<file path="src/lsb_pkg.sv">
// Shared types, codes and helper functions for the link supervisor.
// No dependencies; every other file but lsb_if imports this package.
package lsb_pkg;

    localparam int CFG_IDX_W  = 2;
    localparam int CFG_DATA_W = 20;

    // Register indexes on the configuration port
    localparam logic [CFG_IDX_W-1:0] REG_MAX_RETRIES   = 2'd0;
    localparam logic [CFG_IDX_W-1:0] REG_BASE_DELAY    = 2'd1;
    localparam logic [CFG_IDX_W-1:0] REG_PROBE_TIMEOUT = 2'd2;
    localparam logic [CFG_IDX_W-1:0] REG_SILENCE_LIMIT = 2'd3;

    // Event commands
    localparam logic [2:0] CMD_CONNECT     = 3'd0;
    localparam logic [2:0] CMD_DISCONNECT  = 3'd1;
    localparam logic [2:0] CMD_XPORT_ERROR = 3'd2;
    localparam logic [2:0] CMD_XPORT_DROP  = 3'd3;
    localparam logic [2:0] CMD_KEEPALIVE   = 3'd4;
    localparam logic [2:0] CMD_PROBE_TMO   = 3'd5;
    localparam logic [2:0] CMD_RETRY_EXP   = 3'd6;
    localparam logic [2:0] CMD_RESPONSE    = 3'd7;

    // Link states
    localparam logic [1:0] ST_DISCONNECTED = 2'd0;
    localparam logic [1:0] ST_CONNECTING   = 2'd1;
    localparam logic [1:0] ST_CONNECTED    = 2'd2;
    localparam logic [1:0] ST_RECONNECTING = 2'd3;

    // Notices
    localparam logic [1:0] NOTE_NONE         = 2'd0;
    localparam logic [1:0] NOTE_CONNECTED    = 2'd1;
    localparam logic [1:0] NOTE_DISCONNECTED = 2'd2;
    localparam logic [1:0] NOTE_LOST         = 2'd3;

    // Error codes
    localparam logic [2:0] ERR_NONE        = 3'd0;
    localparam logic [2:0] ERR_OPEN_FAILED = 3'd1;
    localparam logic [2:0] ERR_XPORT       = 3'd2;
    localparam logic [2:0] ERR_PROBE_TMO   = 3'd3;
    localparam logic [2:0] ERR_EXHAUSTED   = 3'd4;

    localparam logic [14:0] DELAY_CAP_MS = 15'd30000;
    localparam logic [3:0]  SHIFT_CAP    = 4'd10;

    typedef struct packed {
        logic [7:0]  max_retries;
        logic [14:0] base_retry_delay_ms;
        logic [15:0] probe_timeout_ms;
        logic [19:0] silence_limit_ms;
    } cfg_t;

    typedef struct packed {
        logic [2:0]  command;
        logic        open_ok;
        logic        is_info_reply;
        logic [31:0] time_ms;
    } evt_t;

    typedef struct packed {
        logic [1:0]  link_state;
        logic        stop_timers;
        logic        start_probe_timer;
        logic        start_retry_timer;
        logic [14:0] retry_delay_ms;
        logic        start_keepalive;
        logic        send_probe;
        logic        send_keepalive;
        logic [1:0]  notice;
        logic [2:0]  error_code;
        logic [7:0]  attempt_number;
    } res_t;

    typedef struct packed {
        logic [1:0]  mode;
        logic [7:0]  attempts;
        logic [31:0] last_reply_ms;
    } lsb_state_t;

    // base << min(n, 10), saturated at the cap
    function automatic logic [14:0] backoff(input logic [14:0] base, input logic [7:0] n);
        logic [3:0]  sh;
        logic [24:0] d;
        sh = (n < 8'(SHIFT_CAP)) ? n[3:0] : SHIFT_CAP;
        d  = {10'd0, base} << sh;
        return (d > {10'd0, DELAY_CAP_MS}) ? DELAY_CAP_MS : d[14:0];
    endfunction

endpackage

</file>
<file path="src/lsb_if.sv">
// Valid/ready channel interfaces for events, results and configuration.
// Has no dependencies; its field widths match those of the lsb_pkg types.
interface lsb_evt_if;
    logic        valid;
    logic        ready;
    logic [2:0]  command;
    logic        open_ok;
    logic        is_info_reply;
    logic [31:0] time_ms;

    modport source (output valid, command, open_ok, is_info_reply, time_ms, input ready);
    modport sink   (input valid, command, open_ok, is_info_reply, time_ms, output ready);
endinterface

interface lsb_res_if;
    logic        valid;
    logic        ready;
    logic [1:0]  link_state;
    logic        stop_timers;
    logic        start_probe_timer;
    logic        start_retry_timer;
    logic [14:0] retry_delay_ms;
    logic        start_keepalive;
    logic        send_probe;
    logic        send_keepalive;
    logic [1:0]  notice;
    logic [2:0]  error_code;
    logic [7:0]  attempt_number;

    modport source (output valid, link_state, stop_timers, start_probe_timer,
                    start_retry_timer, retry_delay_ms, start_keepalive, send_probe,
                    send_keepalive, notice, error_code, attempt_number, input ready);
    modport sink   (input valid, link_state, stop_timers, start_probe_timer,
                    start_retry_timer, retry_delay_ms, start_keepalive, send_probe,
                    send_keepalive, notice, error_code, attempt_number, output ready);
endinterface

interface lsb_cfg_if;
    logic        valid;
    logic        ready;
    logic [1:0]  index;
    logic [19:0] data;

    modport source (output valid, index, data, input ready);
    modport sink   (input valid, index, data, output ready);
endinterface

</file>
<file path="src/lsb_cfg_regs.sv">
// Configuration register file for the link supervisor.
// Depends on lsb_pkg and the lsb_cfg_if interface.
module lsb_cfg_regs
    import lsb_pkg::*;
(
    input  logic      clk,
    input  logic      rst_n,
    lsb_cfg_if.sink   cfg,
    output cfg_t      cfg_q
);

    cfg_t cfg_reg;
    cfg_t cfg_next;

    assign cfg.ready = 1'b1;
    assign cfg_q     = cfg_reg;

    always_comb
    begin
        cfg_next = cfg_reg;
        if (cfg.valid)
        begin
            unique case (cfg.index)
                REG_MAX_RETRIES:   cfg_next.max_retries         = cfg.data[7:0];
                REG_BASE_DELAY:    cfg_next.base_retry_delay_ms = cfg.data[14:0];
                REG_PROBE_TIMEOUT: cfg_next.probe_timeout_ms    = cfg.data[15:0];
                REG_SILENCE_LIMIT: cfg_next.silence_limit_ms    = cfg.data[19:0];
                default:           cfg_next = cfg_reg;
            endcase
        end
    end

    always_ff @(posedge clk or negedge rst_n)
    begin
        if (!rst_n)
        begin
            cfg_reg.max_retries         <= 8'd5;
            cfg_reg.base_retry_delay_ms <= 15'd1000;
            cfg_reg.probe_timeout_ms    <= 16'd3000;
            cfg_reg.silence_limit_ms    <= 20'd10000;
        end
        else
        begin
            cfg_reg <= cfg_next;
        end
    end

endmodule

</file>
<file path="src/lsb_step.sv">
// Next-state and result logic for one supervisor event.
// Depends on lsb_pkg (types, codes, backoff function).
module lsb_step
    import lsb_pkg::*;
(
    input  evt_t       evt,
    input  lsb_state_t cur,
    input  cfg_t       cfg,
    output lsb_state_t nxt,
    output res_t       res
);

    logic        begin_reconn;
    logic        retry_left;
    logic [31:0] age_ms;
    logic [14:0] delay;

    assign retry_left = cur.attempts < cfg.max_retries;
    assign age_ms     = evt.time_ms - cur.last_reply_ms;

    always_comb
    begin
        nxt          = cur;
        res          = '0;
        begin_reconn = 1'b0;
        delay        = backoff(cfg.base_retry_delay_ms, cur.attempts);

        case (evt.command)
            CMD_CONNECT:
            begin
                if (cur.mode == ST_CONNECTING || cur.mode == ST_CONNECTED)
                begin
                    res.stop_timers = 1'b1;
                    res.notice      = NOTE_DISCONNECTED;
                end
                nxt.attempts = 8'd0;
                if (evt.open_ok)
                begin
                    nxt.mode              = ST_CONNECTING;
                    res.send_probe        = 1'b1;
                    res.start_probe_timer = 1'b1;
                end
                else
                begin
                    nxt.mode       = ST_DISCONNECTED;
                    res.error_code = ERR_OPEN_FAILED;
                end
            end
            CMD_DISCONNECT:
            begin
                res.stop_timers = 1'b1;
                res.notice      = NOTE_DISCONNECTED;
                nxt.attempts    = 8'd0;
                nxt.mode        = ST_DISCONNECTED;
            end
            CMD_XPORT_ERROR, CMD_PROBE_TMO:
            begin
                // a probe timeout only reports while connecting or out of retries
                res.error_code = (evt.command == CMD_XPORT_ERROR) ? ERR_XPORT : ERR_NONE;
                if (cur.mode == ST_CONNECTING)
                begin
                    res.error_code = (evt.command == CMD_XPORT_ERROR) ? ERR_XPORT
                                                                      : ERR_PROBE_TMO;
                    begin_reconn   = 1'b1;
                end
                else if (cur.mode == ST_RECONNECTING)
                begin
                    if (!retry_left)
                    begin
                        nxt.mode       = ST_DISCONNECTED;
                        res.error_code = ERR_EXHAUSTED;
                    end
                    else
                    begin
                        res.start_retry_timer = 1'b1;
                        res.retry_delay_ms    = delay;
                    end
                end
            end
            CMD_XPORT_DROP:
            begin
                if (cur.mode == ST_CONNECTED)
                begin
                    res.notice   = NOTE_LOST;
                    begin_reconn = 1'b1;
                end
            end
            CMD_KEEPALIVE:
            begin
                if (cur.mode == ST_CONNECTED)
                begin
                    if (cur.last_reply_ms != 32'd0 && age_ms > {12'd0, cfg.silence_limit_ms})
                    begin
                        res.notice   = NOTE_LOST;
                        begin_reconn = 1'b1;
                    end
                    else
                    begin
                        res.send_keepalive = 1'b1;
                    end
                end
            end
            CMD_RETRY_EXP:
            begin
                if (!retry_left)
                begin
                    nxt.mode       = ST_DISCONNECTED;
                    res.error_code = ERR_EXHAUSTED;
                end
                else
                begin
                    nxt.attempts = cur.attempts + 8'd1;
                    if (!evt.open_ok)
                    begin
                        // delay of the attempt just made
                        res.start_retry_timer = 1'b1;
                        res.retry_delay_ms    = delay;
                        res.error_code        = ERR_OPEN_FAILED;
                    end
                    else
                    begin
                        res.send_probe        = 1'b1;
                        res.start_probe_timer = 1'b1;
                    end
                end
            end
            default:
            begin
                nxt.last_reply_ms = evt.time_ms;
                if (evt.is_info_reply)
                begin
                    if (cur.mode == ST_CONNECTING || cur.mode == ST_RECONNECTING)
                    begin
                        res.stop_timers     = 1'b1;
                        nxt.mode            = ST_CONNECTED;
                        res.start_keepalive = 1'b1;
                        res.send_keepalive  = 1'b1;
                        nxt.attempts        = 8'd0;
                        res.notice          = NOTE_CONNECTED;
                    end
                    else if (cur.mode == ST_DISCONNECTED)
                    begin
                        res.stop_timers = 1'b1;
                    end
                end
            end
        endcase

        if (begin_reconn)
        begin
            res.stop_timers       = 1'b1;
            nxt.mode              = ST_RECONNECTING;
            res.start_retry_timer = 1'b1;
            res.retry_delay_ms    = backoff(cfg.base_retry_delay_ms, 8'd0);
        end

        res.link_state     = nxt.mode;
        res.attempt_number = nxt.attempts;
    end

endmodule

</file>
<file path="src/link_supervisor_with_backoff.sv">
// Top level of the link supervisor: input register, state, result register.
// Depends on lsb_pkg, lsb_if, lsb_cfg_regs and lsb_step.
//
//  channel  | modport | carries
//  ---------+---------+----------------------------------------------
//  evt      | sink    | command, open_ok, is_info_reply, time_ms
//  res      | source  | new state, timer controls, delay, notices
//  cfg      | sink    | register index and write data
//
// One event per cycle while the result register is not stalled.
// The event is held in an input register, then the step logic updates
// the link state and loads the result register in the same cycle.
// Both registers advance when the result register is empty or being taken,
// so a stalled result holds the event behind it without loss.
// rst_n asynchronously clears the valid flags and link state and loads the configuration defaults.
module link_supervisor_with_backoff
    import lsb_pkg::*;
(
    input  logic      clk,
    input  logic      rst_n,
    lsb_evt_if.sink   evt,
    lsb_res_if.source res,
    lsb_cfg_if.sink   cfg
);

    cfg_t       cfg_q;
    evt_t       evt_reg;
    logic       in_valid_reg;
    res_t       out_reg;
    logic       out_valid_reg;
    lsb_state_t state_reg;
    lsb_state_t state_next;
    res_t       step_res;
    logic       advance;

    lsb_cfg_regs u_cfg (
        .clk   (clk),
        .rst_n (rst_n),
        .cfg   (cfg),
        .cfg_q (cfg_q)
    );

    lsb_step u_step (
        .evt (evt_reg),
        .cur (state_reg),
        .cfg (cfg_q),
        .nxt (state_next),
        .res (step_res)
    );

    assign advance   = !out_valid_reg || res.ready;
    assign evt.ready = !in_valid_reg || advance;

    always_ff @(posedge clk or negedge rst_n)
    begin
        if (!rst_n)
        begin
            in_valid_reg  <= 1'b0;
            out_valid_reg <= 1'b0;
            state_reg     <= '0;
        end
        else
        begin
            if (evt.ready)
            begin
                in_valid_reg <= evt.valid;
            end
            if (advance)
            begin
                out_valid_reg <= in_valid_reg;
                if (in_valid_reg)
                begin
                    state_reg <= state_next;
                end
            end
        end
    end

    always_ff @(posedge clk)
    begin
        if (evt.ready && evt.valid)
        begin
            evt_reg.command       <= evt.command;
            evt_reg.open_ok       <= evt.open_ok;
            evt_reg.is_info_reply <= evt.is_info_reply;
            evt_reg.time_ms       <= evt.time_ms;
        end
        if (advance && in_valid_reg)
        begin
            out_reg <= step_res;
        end
    end

    assign res.valid             = out_valid_reg;
    assign res.link_state        = out_reg.link_state;
    assign res.stop_timers       = out_reg.stop_timers;
    assign res.start_probe_timer = out_reg.start_probe_timer;
    assign res.start_retry_timer = out_reg.start_retry_timer;
    assign res.retry_delay_ms    = out_reg.retry_delay_ms;
    assign res.start_keepalive   = out_reg.start_keepalive;
    assign res.send_probe        = out_reg.send_probe;
    assign res.send_keepalive    = out_reg.send_keepalive;
    assign res.notice            = out_reg.notice;
    assign res.error_code        = out_reg.error_code;
    assign res.attempt_number    = out_reg.attempt_number;

    a_delay_capped: assert property (@(posedge clk) disable iff (!rst_n)
        res.valid && res.start_retry_timer |-> res.retry_delay_ms <= DELAY_CAP_MS)
        else $error("retry delay above cap");

    a_delay_zero: assert property (@(posedge clk) disable iff (!rst_n)
        res.valid && !res.start_retry_timer |-> res.retry_delay_ms == 15'd0)
        else $error("retry delay set without retry timer start");

    a_connected_note: assert property (@(posedge clk) disable iff (!rst_n)
        res.valid && res.notice == NOTE_CONNECTED
        |-> res.link_state == ST_CONNECTED && res.attempt_number == 8'd0)
        else $error("connected notice with inconsistent state");

    a_state_holds: assert property (@(posedge clk) disable iff (!rst_n)
        !(advance && in_valid_reg) |=> $stable(state_reg))
        else $error("link state changed without an event");

    a_state_matches: assert property (@(posedge clk) disable iff (!rst_n)
        advance && in_valid_reg |=> out_reg.link_state == state_reg.mode
                                 && out_reg.attempt_number == state_reg.attempts)
        else $error("result does not match stored state");

endmodule
</file>
<file path="src/flat_wrapper.sv">
// flat-port wrapper written by rule: the top's interface ports become plain ports
module link_supervisor_with_backoff_flat import lsb_pkg::*;
  (clk, rst_n, evt_valid, evt_command, evt_open_ok, evt_is_info_reply, evt_time_ms, evt_ready, res_valid, res_link_state, res_stop_timers, res_start_probe_timer, res_start_retry_timer, res_retry_delay_ms, res_start_keepalive, res_send_probe, res_send_keepalive, res_notice, res_error_code, res_attempt_number, res_ready, cfg_valid, cfg_index, cfg_data, cfg_ready);
  lsb_evt_if evt_i ();
  lsb_res_if res_i ();
  lsb_cfg_if cfg_i ();
  input  logic clk;
  input  logic rst_n;
  input wire logic [$bits(evt_i.valid)-1:0] evt_valid;
  input wire logic [$bits(evt_i.command)-1:0] evt_command;
  input wire logic [$bits(evt_i.open_ok)-1:0] evt_open_ok;
  input wire logic [$bits(evt_i.is_info_reply)-1:0] evt_is_info_reply;
  input wire logic [$bits(evt_i.time_ms)-1:0] evt_time_ms;
  output wire logic [$bits(evt_i.ready)-1:0] evt_ready;
  output wire logic [$bits(res_i.valid)-1:0] res_valid;
  output wire logic [$bits(res_i.link_state)-1:0] res_link_state;
  output wire logic [$bits(res_i.stop_timers)-1:0] res_stop_timers;
  output wire logic [$bits(res_i.start_probe_timer)-1:0] res_start_probe_timer;
  output wire logic [$bits(res_i.start_retry_timer)-1:0] res_start_retry_timer;
  output wire logic [$bits(res_i.retry_delay_ms)-1:0] res_retry_delay_ms;
  output wire logic [$bits(res_i.start_keepalive)-1:0] res_start_keepalive;
  output wire logic [$bits(res_i.send_probe)-1:0] res_send_probe;
  output wire logic [$bits(res_i.send_keepalive)-1:0] res_send_keepalive;
  output wire logic [$bits(res_i.notice)-1:0] res_notice;
  output wire logic [$bits(res_i.error_code)-1:0] res_error_code;
  output wire logic [$bits(res_i.attempt_number)-1:0] res_attempt_number;
  input wire logic [$bits(res_i.ready)-1:0] res_ready;
  input wire logic [$bits(cfg_i.valid)-1:0] cfg_valid;
  input wire logic [$bits(cfg_i.index)-1:0] cfg_index;
  input wire logic [$bits(cfg_i.data)-1:0] cfg_data;
  output wire logic [$bits(cfg_i.ready)-1:0] cfg_ready;
  assign evt_i.valid = evt_valid;
  assign evt_i.command = evt_command;
  assign evt_i.open_ok = evt_open_ok;
  assign evt_i.is_info_reply = evt_is_info_reply;
  assign evt_i.time_ms = evt_time_ms;
  assign evt_ready = evt_i.ready;
  assign res_valid = res_i.valid;
  assign res_link_state = res_i.link_state;
  assign res_stop_timers = res_i.stop_timers;
  assign res_start_probe_timer = res_i.start_probe_timer;
  assign res_start_retry_timer = res_i.start_retry_timer;
  assign res_retry_delay_ms = res_i.retry_delay_ms;
  assign res_start_keepalive = res_i.start_keepalive;
  assign res_send_probe = res_i.send_probe;
  assign res_send_keepalive = res_i.send_keepalive;
  assign res_notice = res_i.notice;
  assign res_error_code = res_i.error_code;
  assign res_attempt_number = res_i.attempt_number;
  assign res_i.ready = res_ready;
  assign cfg_i.valid = cfg_valid;
  assign cfg_i.index = cfg_index;
  assign cfg_i.data = cfg_data;
  assign cfg_ready = cfg_i.ready;
  link_supervisor_with_backoff u_core (.clk(clk), .rst_n(rst_n), .evt(evt_i), .res(res_i), .cfg(cfg_i));
endmodule
</file>
<file path="config.mk">
export PLATFORM = sky130hd
export DESIGN_NAME = link_supervisor_with_backoff_flat
export DESIGN_NICKNAME = d
export VERILOG_FILES = /design/src/lsb_pkg.sv /design/src/lsb_if.sv /design/src/lsb_cfg_regs.sv /design/src/lsb_step.sv /design/src/link_supervisor_with_backoff.sv /design/src/flat_wrapper.sv
export SDC_FILE = /design/constraint.sdc
export NUM_CORES = 1
export LEC_CHECK = 0
export BUFFER_PORTS_ARGS = -buffer_cell sky130_fd_sc_hd__buf_4
export CORE_AREA = 2 2 192 194
export CTS_BUF_LIST = sky130_fd_sc_hd__clkbuf_8 sky130_fd_sc_hd__clkbuf_16
export DETAILED_ROUTE_END_ITERATION = 12
export DIE_AREA = 0 0 194 196
export SYNTH_ARGS = -nofsm -noshare
export SYNTH_HDL_FRONTEND = slang
export SYNTH_SLANG_ARGS = --single-unit
</file>
<file path="constraint.sdc">
create_clock -name clk -period 4.93 [get_ports clk]
set_clock_uncertainty 0.1 [all_clocks]
set_input_delay 0.7395 -clock clk [delete_from_list [all_inputs] [get_ports clk]]
set_output_delay 0.7395 -clock clk [all_outputs]
set_load 0.05 [all_outputs]
</file>
# Word-level counts from Yosys, hierarchy flattened
# Cells that the tools add are included.
word_totals:
  ff_bits: 160
  romBits: 0
  memories: 0
  latchBits: 0
  out_inout_bits: 39
  ramBits: 0
classes:
  n_addsub: 2
  reduce_logical: 27
  n_mux: 52
  bitwise_logic: 2
  multipliers: 0
  order_cmp: 5
  shift: 1
  eq_ne: 11
  div: 0
ops:
  columns: ["op", "count"]
  rows:
  - ["$mux 16", 4]
  - ["$mux 15", 3]
  - ["$gt 32x20->1", 1]
  - ["$pmux 16 s2", 1]
  - ["$reduce_bool 32->1", 1]
  - ["$sub 32x32->32", 1]
  - ["$gt 25x15->1 const B", 1]
  - ["$shl 15x4->25", 1]
  - ["$pmux 8 s3", 1]
  - ["$mux 3", 7]
  - ["$mux 10", 2]
  - ["$pmux 2 s5", 2]
  - ["$mux 17", 1]
  - ["$mux 2", 8]
  - ["$gt 15x15->1 const B", 1]
  - ["$mux 1", 15]
  - ["$eq 3x3->1 const B", 3]
  - ["$pmux 3 s3", 1]
  - ["$add 8x1->8 const B", 1]
  - ["$lt 8x4->1 const B", 1]
  - ["$lt 8x8->1", 1]
  - ["$mux 8", 1]
  - ["$reduce_and 2->1", 4]
  - ["$reduce_or 8->1", 1]
  - ["other kinds (20)", 37]

# Logic depth before layout (Yosys ltp)
logic_depth:
  ltp_word: 10
  ltp_mapped: 21

# By module
# From an unflattened synthesis, not the netlist that was laid out.
hier_totals:
  hier_cells: 1082
  area_unflattened_um2: 11521.0
by_module_without_submodules:
  columns: ["module", "seq_area_each_um2", "cells_each", "area_per_inst_um2", "n_inst"]
  rows:
  - ["lsb_step", 0.0, 784, 5250.0, 1]
  - ["link_supervisor_with_backoff", 3293.2, 170, 4012.6, 1]
  - ["lsb_cfg_regs", 1501.4, 128, 2258.4, 1]

# Worst setup path before layout
# Ideal clock, no wire load.
synth_path:
  path_kind: "flip-flop to flip-flop"
  start: "reg u_core.evt_reg[0] (netlist name)"
  end: "reg u_core.out_reg (netlist bit u_core.res.stop_timers) (data pin)"
  arrival_ps: 4408
  setup_slack_ps: 147
  stages_incl_launch_ff: 22
  setup_time_ps: 275
  n_path_buf: 1
  path_cell_list: "edfxtp_1 > inv_1 > ha_1 > inv_1 > fa_1 > a21oi_1 > o211ai_1 > a21bo_2 > a31oi_1 > o21ai_0 > xor2_1 > ha_1 > and4_1 > or3b_1 > or3_1 > mux2i_1 > o211ai_1 > a2111oi_0 > a31oi_1 > a21oi_1 > buf_2 > o221ai_1"
synth_between:
  elab_chain_cells: 6
synth_rtl:
  columns: ["item", "line_no", "source"]
  rows:
  - ["from (decl)", "link_supervisor_with_backoff.sv:27", "evt_t evt_reg;"]
  - ["$sub 32x32->32", "lsb_step.sv:19", "assign age_ms = evt.time_ms - cur.last_reply_ms;"]
  - ["$gt 32x20->1", "lsb_step.sv:92", "if (cur.last_reply_ms != 32'd0 && age_ms > {12'd0, cfg.silence_limit_ms})"]
  - ["$logic_and 1x1->1", "lsb_step.sv:92", null]
  - ["$mux 1", "lsb_step.sv:92", null]
  - ["$mux 1", "lsb_step.sv:90", "if (cur.mode == ST_CONNECTED)"]
  - ["$pmux 1 s3", "lsb_step.sv:28", "case (evt.command)"]
  - ["to (signal assigned)", "link_supervisor_with_backoff.sv:90", "out_reg <= step_res;"]
  - ["to (decl)", "link_supervisor_with_backoff.sv:29", "res_t out_reg;"]
# No other way between the ends.
# A chain may end at the register's enable or synchronous reset.

# Worst setup path in the final report
# Same ends and word-level chain as after synthesis.

==> metrics.log <==
[metrics] initial drt markers: 651
[metrics] leakage power: 5.46 nW
[metrics] starting density of the core: 29.4%
[metrics] total clock buffers created by CTS: 17
[metrics] latest clock arrival within the worst-skew pair: 440 ps
[metrics] CTS tree: done
[metrics] total of warnings raised by yosys: 0
[metrics] arrival time at the worst endpoint: 4970 ps
[metrics] final standard cell area without fillers: 12900 sq um
[metrics] area after detailed placement: 12100 sq um
[metrics] weighted congestion at the end of routability-driven global placement: 0.905
[metrics] DRT Wirelength: 29.1 mm
[metrics] end point of the critical path: u_core.res.stop_timers$_SDFFCE_PP1P_
[metrics] post-synthesis to final-layout area growth: 21.9%
[metrics] Worst path depth: 22
[metrics] total area of multi-input combinational cells: 5800 sq um
[metrics] length of the first detailed-routing pass in iterations: 5
[metrics] IO Pins: 103
[metrics] run status: finished, final reports clean
[metrics] CP Launch Point: u_core.evt_reg[0]$_DFFE_PP_
[metrics] Placed Instances: 1664
[metrics] via count: 8778
[metrics] count of buffering cells on the critical path with inverters included: 4
[metrics] Pins Over Slew Limit: 0
[metrics] number of distinct standard cells referenced by the synthesized netlist: 94
[metrics] cell area after synthesis: 10600 sq um
[metrics] Fill cells: 3675
[metrics] proportion of synthesized flip-flops having asynchronous set or reset: 54.7%
[metrics] GRT Residual Overflow: 0
[metrics] worst reg2reg path depth: 22
[metrics] maximum number of pins on one net before global-route repair: 50
[metrics] sequential element share of the synthesized area: 41.1%
[metrics] area used by sequential logic in the layout: 4360 sq um
[metrics] Clock Pin Slew Worst Setup and Hold Paths: 70 ps
[metrics] initial antenna violation count: 0
[metrics] endpoint of the lowest-slack register-to-register path: u_core.res.stop_timers$_SDFFCE_PP1P_
[metrics] number of synthesized register bits: 159
[metrics] # rows: 70
[metrics] detailed-route wire length per cell: 17.1 um
[metrics] worst rel slew slack: 30.3%
[metrics] number of synthesized flops with an enable pin: 72
[metrics] path type of the worst min-delay path: in2async
[metrics] final net count: 1350
[metrics] Final Total Pwr: 5.96 mW
[metrics] number of input and output port buffers inserted: 101
[metrics] flip-flop count of the largest register, all copies and words added: 43
[metrics] type of element launching the critical path: flip-flop
[metrics] TritonCTS Sinks: 159
[metrics] final hold violations: 0
[metrics] Vias/cell: 5.16
[metrics] Placeable Area: 36100 sq um
[metrics] gate count after technology mapping: 1093
[metrics] post-DP HPWL: 22.0 mm
[metrics] Max clock buf depth: 2
[metrics] CP top delay family: compound AO/OA/AOI/OAI gates
[metrics] Worst Max-Slew Pin Slew: 1040 ps
[metrics] slowest cell on the critical path: sky130_fd_sc_hd__edfxtp_1
[metrics] hold buffer count at CTS: 0
[metrics] post-route antenna net violation count: 0
[metrics] number of diodes added for antenna fixing: 0
[metrics] achievable clock frequency: 0.203 GHz
[metrics] maximum net fanout on the critical path: 5
[metrics] worst vdd ir: 0.270 mV
[metrics] Mapped Nets: 1222
[metrics] Most used DFF post-synth: sky130_fd_sc_hd__dfrtp_1
[metrics] die area: 38000 sq um
[metrics] H-tree lvl count: 4
[metrics] biggest cell delay along the critical path: 390 ps
[metrics] reported max-cap violation count: 0
[metrics] DRC violations left: 0
[metrics] clock root buffer: sky130_fd_sc_hd__clkbuf_16
[metrics] total power density per cell area: 461 nW/um^2
[metrics] final period demand of the worst path: 4920 ps
[metrics] Worst Setup End Kind: flip-flop
[metrics] layout cell share with drive strength beyond 1: 27.1%
[metrics] Cell Chain, Critical Path: inv_2 > ha_4 > inv_2 > fa_2 > a21oi_4 > o211ai_1 > a21bo_2 > a31oi_4 > o21ai_1 > xor2_1 > ha_1 > and4_1 > or3b_4 > or3_4 > mux2i_1 > o211ai_1 > a2111oi_2 > a31oi_1 > buf_4 > a21oi_4 > buf_6 > o221ai_2
[metrics] required time worst endpoint: 4980 ps
[metrics] via count of the first global-routing pass: 8528
[metrics] Register-to-Register Setup Slack: 10 ps
[metrics] Final Non-Filler Cells: 1702
[metrics] unrepaired setup endpoints after global routing: yes
[metrics] Setup Viol. Count Final: 0
[metrics] mean cell area of the mapped netlist: 9.70 sq um
[metrics] Vert. Die Dim: 196 um
[metrics] DIE WIDTH: 194 um
[metrics] first-pass GRT wire length: 46.8 mm
[metrics] Tot GR Track Use: 15.4%
[metrics] kind of critical path: reg2reg
[metrics] r2r startpoint: u_core.evt_reg[0]$_DFFE_PP_
[metrics] share of the clock period used by the worst path: 99.7%
worst reg2reg max path: stages (launching register included):
cell	delay, ps
sky130_fd_sc_hd__edfxtp_1	390
sky130_fd_sc_hd__inv_2	90
sky130_fd_sc_hd__ha_4	130
sky130_fd_sc_hd__inv_2	30
sky130_fd_sc_hd__fa_2	360
sky130_fd_sc_hd__a21oi_4	180
sky130_fd_sc_hd__o211ai_1	150
sky130_fd_sc_hd__a21bo_2	260
sky130_fd_sc_hd__a31oi_4	150
sky130_fd_sc_hd__o21ai_1	100
sky130_fd_sc_hd__xor2_1	150
sky130_fd_sc_hd__ha_1	290
sky130_fd_sc_hd__and4_1	220
sky130_fd_sc_hd__or3b_4	390
sky130_fd_sc_hd__or3_4	340
sky130_fd_sc_hd__mux2i_1	130
sky130_fd_sc_hd__o211ai_1	120
sky130_fd_sc_hd__a2111oi_2	260
sky130_fd_sc_hd__a31oi_1	120
sky130_fd_sc_hd__buf_4	180
sky130_fd_sc_hd__a21oi_4	240
sky130_fd_sc_hd__buf_6	180
sky130_fd_sc_hd__o221ai_2	90
metal layers:
layer  track usage, %  wire, um  vias up
met4             4.38       492        0
li1                 -         -     4296
met5                0         0        -
met1             20.1     13100     4223
met2             26.7     14300      225
met3             2.29      1170       34
per-stage QoR:
| step | setup WS (ps) | util (%) | hold WS [ps] | setup TNS (ps) |
|---|---|---|---|---|
| 2_1_floorplan | 147 | - | 344 | 0 |
| 3_3_place_gp | -365 | 33.6 | 370 | -6270 |
| 3_5_place_dp | -526 | 33.6 | 390 | -9970 |
| 4_1_cts | -22.7 | 35.5 | 256 | -24.4 |
| 5_1_grt | -261 | 35.8 | 276 | -5060 |
| 6_report | 12.9 | 35.8 | 220 | 0 |
worst min path at each step:
stage | to | slack [ps] | cells after the start
global route | u_core.state_reg[21]$_DFFE_PN0P_ | 280 | 1
global placement | u_core.res.valid$_DFFE_PN0N_ | 370 | 1
finish | u_core.state_reg[21]$_DFFE_PN0P_ | 220 | 1
CTS | u_core.state_reg[21]$_DFFE_PN0P_ | 260 | 1
floorplan | u_core.in_valid_reg$_DFFE_PN0N_ | 340 | 0
detailed placement | u_core.res.valid$_DFFE_PN0N_ | 390 | 1
cell usage after synthesis (25+ instances only):
cell	instances	area, sq um
sky130_fd_sc_hd__clkbuf_1	40	150
sky130_fd_sc_hd__nand2_1	88	330
sky130_fd_sc_hd__inv_1	86	323
sky130_fd_sc_hd__mux2_2	73	822
sky130_fd_sc_hd__edfxtp_1	72	2160
sky130_fd_sc_hd__dfrtp_1	74	1850
sky130_fd_sc_hd__nand4_1	25	156
sky130_fd_sc_hd__ha_1	64	801
sky130_fd_sc_hd__nor2_1	58	218
sky130_fd_sc_hd__o21ai_0	69	345
sky130_fd_sc_hd__a21oi_1	78	390
sky130_fd_sc_hd__nand3_1	31	155
logic make-up after synthesis:
kind of cell / after synthesis / synth area share (%)
buffers and inverters: 144 / 5.51
AO/OA/AOI/OAI: 306 / 19.4
XOR/XNOR: 24 / 1.98
other: 1 / 0.0354
adder cells (fa/ha/maj): 65 / 7.74
AND/OR/NAND/NOR: 305 / 14.8
multiplexers: 89 / 9.38
flip-flops: 159 / 41.1
cell usage in the layout (no fill, tap or decap), types with 11 or more instances in the layout:
cell type	instances
sky130_fd_sc_hd__edfxtp_1	72
sky130_fd_sc_hd__buf_4	161
sky130_fd_sc_hd__inv_1	87
sky130_fd_sc_hd__nor2_1	58
sky130_fd_sc_hd__mux2_2	73
sky130_fd_sc_hd__xor2_1	11
sky130_fd_sc_hd__mux2i_1	15
sky130_fd_sc_hd__nand3_1	31
sky130_fd_sc_hd__a21oi_1	76
sky130_fd_sc_hd__xnor2_1	13
sky130_fd_sc_hd__clkbuf_16	18
sky130_fd_sc_hd__nor4_1	11
sky130_fd_sc_hd__dfrtp_1	74
sky130_fd_sc_hd__nand2b_1	15
sky130_fd_sc_hd__ha_1	63
sky130_fd_sc_hd__a21o_1	13
sky130_fd_sc_hd__nand4_1	25
sky130_fd_sc_hd__dfstp_2	13
sky130_fd_sc_hd__a31oi_1	12
sky130_fd_sc_hd__nor2b_1	12
sky130_fd_sc_hd__o21ai_0	66
sky130_fd_sc_hd__nand2_1	88
sky130_fd_sc_hd__nor3_1	15
timing repair:
| item | 4_1_cts | 5_1_grt |
|---|---|---|
| gates resized for setup | 14 | 22 |
| buffers inserted | 2 | 2 |
| setup endpoints to repair | 24 | 24 |
| endpoints found under the hold margin | 0 | 0 |
| gates cloned | 2 | 0 |
| pin swaps | 8 | 4 |
area by class of cell:
cell class,count,area share [%]
clock buffer,21,3.80
clock inverter,11,0.862
inverter,88,2.56
multi-input combinational,790,44.8
sequential,159,33.7
tap,468,4.53
timing repair buffer,165,9.70
power by group:
| group | switching (mW) | internal [mW] |
|---|---|---|
| registers | 0.190 | 1.65 |
| clock network | 0.559 | 0.811 |
| logic | 1.57 | 1.18 |
| total | 2.32 | 3.64 |
No activity file was read; power rests on OpenSTA's default activity.
